`src/csg_pkg.sv`:
```
// Shared constants, types and opcodes for the induced subgraph extractor.
`timescale 1ns / 1ps
package csg_pkg;
  localparam int MaxNodesDefault = 1024;
  localparam int MaxEdgesDefault = 8192;
  localparam int OpW = 3;
  localparam int AddrW = 13;
  localparam int ValW = 14;
  localparam int RowW = 10;
  localparam int CfgW = 11;
  localparam int EidxW = 13;

  localparam logic [OpW-1:0] OP_WR_ROW = 3'd0;
  localparam logic [OpW-1:0] OP_WR_COL = 3'd1;
  localparam logic [OpW-1:0] OP_SELECT = 3'd2;
  localparam logic [OpW-1:0] OP_STEP   = 3'd3;
  localparam logic [OpW-1:0] OP_CLEAR  = 3'd4;

  // One input beat.
  typedef struct packed {
    logic [OpW-1:0]   opcode;
    logic [AddrW-1:0] address;
    logic [ValW-1:0]  value;
  } in_item_t;

  // One result beat.
  typedef struct packed {
    logic             kept;
    logic [RowW-1:0]  sub_row;
    logic [RowW-1:0]  sub_col;
    logic [EidxW-1:0] edge_index;
    logic             done_res;
    logic             error;
  } out_item_t;
endpackage

```
`src/csg_if.sv`:
```
// Valid/ready channel interfaces for input and result beats.
`timescale 1ns / 1ps
interface csg_in_if import csg_pkg::*; ();
  logic     valid;
  logic     ready;
  in_item_t payload;
  modport source (output valid, output payload, input ready);
  modport sink (input valid, input payload, output ready);
endinterface


```
`src/csg_fifo.sv`:
```
// Two-entry queue between the front and the back.
`timescale 1ns / 1ps
module csg_fifo import csg_pkg::*; (
  input  logic     clk,
  input  logic     rst,
  input  logic     push,
  input  in_item_t push_data,
  output logic     full,
  input  logic     pop,
  output in_item_t pop_data,
  output logic     empty
);
  in_item_t slot [2];
  logic     wptr;
  logic     rptr;
  logic [1:0] count;

  assign full = (count == 2'd2);
  assign empty = (count == 2'd0);
  assign pop_data = slot[rptr];

  // Pointers and occupancy.
  always_ff @(posedge clk) begin
    if (rst) begin
      wptr <= 1'b0;
      rptr <= 1'b0;
      count <= 2'd0;
    end else begin
      if (push) begin
        wptr <= ~wptr;
      end
      if (pop) begin
        rptr <= ~rptr;
      end
      count <= count + {1'b0, push} - {1'b0, pop};
    end
  end

  // Payload storage.
  always_ff @(posedge clk) begin
    if (push) begin
      slot[wptr] <= push_data;
    end
  end
endmodule

```
`src/csg_front.sv`:
```
// Front part: accepts input beats and queues them for the back.
`timescale 1ns / 1ps
module csg_front import csg_pkg::*; (
  input  logic    clk,
  input  logic    rst,
  csg_in_if.sink  req,
  input  logic    pop,
  output in_item_t pop_data,
  output logic    empty
);
  logic full;
  logic push;

  assign req.ready = !full;
  assign push = req.valid && !full;

  csg_fifo u_fifo (
    .clk, .rst, .push, .push_data(req.payload), .full,
    .pop, .pop_data, .empty);
endmodule

```
`src/flat_wrapper.sv`:
```
// flat-port wrapper written by rule: the top's interface ports become plain ports
module csg_front_flat import csg_pkg::*;
  (clk, rst, pop, pop_data, empty, req_valid, req_payload, req_ready);
  csg_in_if req_i ();
  input  logic clk;
  input  logic rst;
  input  logic pop;
  output in_item_t pop_data;
  output logic empty;
  input wire logic [$bits(req_i.valid)-1:0] req_valid;
  input wire logic [$bits(req_i.payload)-1:0] req_payload;
  output wire logic [$bits(req_i.ready)-1:0] req_ready;
  assign req_i.valid = req_valid;
  assign req_i.payload = req_payload;
  assign req_ready = req_i.ready;
  csg_front u_core (.clk(clk), .rst(rst), .req(req_i), .pop(pop), .pop_data(pop_data), .empty(empty));
endmodule
```
`config.mk`:
```
export PLATFORM = sky130hd
export DESIGN_NAME = csg_front_flat
export DESIGN_NICKNAME = d
export VERILOG_FILES = /design/src/csg_pkg.sv /design/src/csg_if.sv /design/src/csg_fifo.sv /design/src/csg_front.sv /design/src/flat_wrapper.sv
export SDC_FILE = /design/constraint.sdc
export NUM_CORES = 1
export LEC_CHECK = 0
export ABC_AREA = 1
export ABC_CLOCK_PERIOD_IN_PS = 3600
export BUFFER_PORTS_ARGS = -buffer_cell sky130_fd_sc_hd__clkbuf_2
export CAP_MARGIN = 40
export CORE_MARGIN = 2
export CORE_UTILIZATION = 58
export CTS_BUF_LIST = sky130_fd_sc_hd__clkbuf_2 sky130_fd_sc_hd__clkbuf_4 sky130_fd_sc_hd__clkbuf_8
export DETAILED_ROUTE_END_ITERATION = 10
export PLACE_DENSITY = 0.92
export SYNTH_ARGS = -nofsm -noshare
export SYNTH_HDL_FRONTEND = slang
export SYNTH_SLANG_ARGS = --single-unit
```
`constraint.sdc`:
```
create_clock -name clk -period 3.6 [get_ports clk]
set_input_delay 0.9 -clock clk [delete_from_list [all_inputs] [get_ports clk]]
set_output_delay 0.9 -clock clk [all_outputs]
set_load 0.005 [all_outputs]
```
# After elaboration in Yosys (flattened, before gate mapping)
# Memory sizes are Yosys's and may differ from the RTL's. A register that Yosys moved wholly into a read port is not among the register bits.
# Index checks and enable logic that the tools add are counted.
# W data, S select, Z words.
totals:
  regBits: 4
  ram_bits: 60
  input_bits: 34
  output_inout_bits: 32
  word_cells: 16
  memories: 1
memory_table:
  columns: ["name", "words", "word_bits", "read_ports", "rd_ports_with_merged_regs", "wr", "line", "rtl"]
  rows:
  - ["u_core.u_fifo.slot", 2, 30, 1, 1, 1, "csg_fifo.sv:13", "in_item_t slot [2];"]
op_classes:
  add_sub_neg: 2
  n_eq_ne: 1
  muxes: 4
  bitwise_logic: 2
  reduce_logical: 3
op_table:
  columns: ["operator", "n"]
  rows:
  - ["$mux W1", 4]
  - ["$add A2 B1 Y2", 1]
  - ["$eq A2 B2 Y1 const B", 1]
  - ["$logic_not A2 Y1", 1]
  - ["$not A1 Y1", 2]
  - ["$sub A2 B1 Y2", 1]
  - ["$logic_and A1 B1 Y1", 1]
  - ["$logic_not A1 Y1", 1]

# Longest topological paths before layout
depth:
  depth_word: 5
  mapped_depth: 11
  ltp_nobuf: 11

# Hierarchy
# A second synthesis with hierarchy kept.
hier_totals:
  hier_cells: 127
  hier_area_um2: 2523.7
by_module_without_submodules:
  columns: ["mod", "instances", "cells_per_inst", "area_per_inst_um2", "seq_area_each_um2"]
  rows:
  - ["csg_fifo", 1, 124, 2509.9, 1901.8]
  - ["csg_front", 1, 3, 13.8, 0.0]

# Least setup slack after synthesis
# No wires, ideal clock.
synth_timing:
  path_type: "input port to flip-flop"
  from: "in req_valid"
  to: "mem u_core.u_fifo.slot[1][0] (netlist bit) (enable)"
  setup_ns: 0.417
  t_arrival_ns: 2.239
  required_ns: 3.183
  slack_ns: 0.944
  path_stages: 2
  n_path_buf: 0
  cell_sequence: "nand2_4 -> nor2_1"
synth_via:
  elab_chain_cells: 3
synth_lines:
  columns: ["element", "line", "rtl"]
  rows:
  - ["start: declaration", "flat_wrapper.sv:10", "input wire logic [$bits(req_i.valid)-1:0] req_valid;"]
  - ["$logic_and A1 B1 Y1", "csg_front.sv:15", "assign push = req.valid && !full;"]
  - ["$mux W1", "csg_fifo.sv:41", "if (push) begin"]
  - ["$mux W1 (not written as such)", "csg_fifo.sv:42", "slot[wptr] <= push_data;"]
  - ["end: declaration", "csg_fifo.sv:13", null]
# No other way between the ends.

==> results.cfg <==
[power_and_ir_drop]
p_clk_frac = 0.355
pwr-share-seq = 0.505
vdd_drop_max_mv = 0.441
power_w = 0.00184
p_int_w = 0.00145
swShare = 0.212
power.net_switching_w = 0.000391
p_comb_frac = 0.140
p_per_area_nw_per_um2 = 585
leakage_nw = 1.30

[sta]
finalCriticalPeriod_ns = 2.57
hold_slack_ns = 0.528
finalSetupViolCount = 0
fin_skew_ns = 0.00556
slew_violations = 0
period_share = 0.714
max_freq_ghz = 0.389
hold_viol = 0
tightest_slew_ns = 0.763
grt_setup_unrepaired = false
setup_ws_ns = 1.03
slew_headroom = 0.491
tns_ns = 0

[setup_path]
cp.required_ns = 2.70
startpoint_type = flip-flop
crit_path_cell_trace = buf_16 > mux2_4 > clkbuf_2
path_class = flip-flop to primary output
critPathMaxFanout = 17
max_stage_delay_ns = 0.65
ff2ff_path_depth = 5
cp.arrival_ns = 1.67
slowest_stage = dfxtp_2
crit_path_end_kind = primary output

[cts]
clockRootBuffer = clkbuf_8
cts_resized = 0
htreeDepth = 3
cts_tree = built
cts_setup_buffers = 0
clockBufferDepth = 2
cts_buffers = 9
cts_hold_buf = 0
clkLatencyLatePin_ns = 0.33
clk_pin_slew_ns = 0.06
clock-sinks = 65

[layout]
area_growth_pct = 25.0
nNetsFinal = 236
drive_above_1_share = 0.568
antennaDiodeCount = 0
fill_cells = 240
utilization = 0.771

[logic_synthesis]
avgSynthCellArea_um2 = 20.2
synth.distinct_cells = 13
ys_warn_count = 0
synth_area_um2 = 2520
synth_top_area_cell = edfxtp_1
yosysSeqAreaShare = 0.754
synth_cells = 125
synth-seq-cells = 65
syn-num-nets = 160
synth_top_cell_area_share = 0.715
synth.area.top_cells = edfxtp_1 (71%), mux2_4 (18%), dfxtp_1 (4.0%), buf_6 (1.3%), nor2_1 (1.0%)

[drt]
drt-total-wl_um = 4160
ant_nets = 0
via_per_inst = 5.18
num_vias = 1327
first_pass_iters = 4
drc = 0
top_layer = met4
wl_met2_um = 2200
wl_per_cell_um = 16.3
met3_length_um = 222
first_iter_violations = 93
wl_met1_um = 1610

[placement]
gp_congestion = 0.682
hpwl_um = 3040
portBuffers = 65
pre_cts_slack_ns = 1.19

[floorplanning]
dieArea_um2 = 4890
ios = 66
core_um2 = 4090
placementRows = 23
die_y_um = 69.9
initial_utilization = 0.617
die_w_um = 69.9

[hold_path]
hold_depth = 2
hold_path.class = flip-flop to flip-flop

[global_routing]
grt_pass1_wl_um = 6540
grt_pass1_vias = 1425
grt_max_degree = 18
grt-ovfl-total = 0
grt_usage = 0.184
antenna_found_initial = 0

[run]
drv_cap = 0

[run_status]
status = completed
## stage by stage
| stage | cells | instance area [um2] |
|---|---|---|
| 2_1_floorplan | 125 | 2520 |
| 3_3_place_gp | 239 | 2910 |
| 3_5_place_dp | 240 | 2940 |
| 4_1_cts | 256 | 3150 |
| 5_1_grt | 256 | 3150 |
| 6_report | 256 | 3150 |
## synthesized netlist by cell type
| cell | instances |
|---|---|
| dfxtp_1 | 5 |
| mux2_4 | 30 |
| nand2_4 | 1 |
| xnor2_1 | 2 |
| ha_1 | 1 |
| edfxtp_1 | 60 |
| nand2_2 | 1 |
| nor2_1 | 7 |
| inv_1 | 6 |
| a21oi_1 | 2 |
| buf_6 | 3 |
| nand3_1 | 2 |
| nand2_1 | 5 |
## final cells by class
cell class / instances / area [um2] / share of cell area
clock inverter: 4 / 67.6 / 0.0214
tap: 50 / 62.6 / 0.0199
timing repair buffer: 68 / 380 / 0.121
inverter: 6 / 22.5 / 0.00715
clock buffer: 12 / 146 / 0.0465
sequential: 65 / 1900 / 0.604
multi-input combinational: 51 / 568 / 0.180
## flip-flops by register name, summed over array words and instances (netlist names), named ones only
| name | count |
|---|---|
| u_core.u_fifo.rptr | 1 |
| u_core.u_fifo.wptr | 1 |
| u_core.u_fifo.slot | 60 |
| u_core.u_fifo.count | 2 |
## final timing paths
check | slack [ns] | end | startpoint
setup / recovery | 1.03 | pop_data[7] | flip-flop
hold / removal | 0.53 | u_core.u_fifo.wptr | u_core.u_fifo.wptr
setup reg to reg | 1.71 | u_core.u_fifo.slot[1][15] | u_core.u_fifo.count[0]
hold reg to reg | 0.53 | u_core.u_fifo.wptr | u_core.u_fifo.wptr
## cell usage in the layout, fill, tap and decap left out
cell | Yosys | final
clkbuf_2 | 0 | 65
edfxtp_1 | 60 | 60
mux2_4 | 30 | 30
clkbuf_8 | 0 | 9
inv_1 | 6 | 6
nor2_1 | 7 | 5
nand2_1 | 5 | 5
dfxtp_1 | 5 | 4
clkbuf_4 | 0 | 3
xnor2_1 | 2 | 2
nor2_2 | 0 | 2
a21oi_1 | 2 | 2
nand3_1 | 2 | 2
bufinv_16 | 0 | 2
clkinv_1 | 0 | 2
nand2_2 | 1 | 1
nand2_4 | 1 | 1
ha_1 | 1 | 1
dfxtp_2 | 0 | 1
buf_16 | 0 | 1
buf_12 | 0 | 1
buf_4 | 0 | 1
## critical path, delay by kind of cell (launching register included)
family | cells | cell delay [ns]
multiplexers | 1 | 0.31
buffers and inverters | 2 | 0.37
flip-flops | 1 | 0.65
## power by group through the flow
stage | clock network, W | logic (W) | registers [W]
global placement | 0 | 0.000232 | 0.000949
finish | 0.000654 | 0.000259 | 0.000930
floorplan | 0 | 0.000158 | 0.000934
CTS | 0.000662 | 0.000262 | 0.000932
global route | 0.000700 | 0.000279 | 0.000935
detailed placement | 0 | 0.000260 | 0.000948
## logic make-up (layout without fill, tap and decap cells)
| family | after synthesis | in the layout | share of synthesized area |
|---|---|---|---|
| flip-flops | 65 | 65 | 0.754 |
| multiplexers | 30 | 30 | 0.179 |
| AND/OR/NAND/NOR | 16 | 16 | 0.0288 |
| buffers and inverters | 9 | 90 | 0.0223 |
| AO/OA/AOI/OAI | 2 | 2 | 0.00397 |
| XOR/XNOR | 2 | 2 | 0.00695 |
| adder cells (fa/ha/maj) | 1 | 1 | 0.00496 |
## routing by layer
layer | up-vias | track usage
li1 | 619 | -
met1 | 644 | 0.198
met2 | 52 | 0.309
met3 | 12 | 0.0519
met4 | 0 | 0.130
met5 | - | 0
Power figures use the tool's default switching activity.
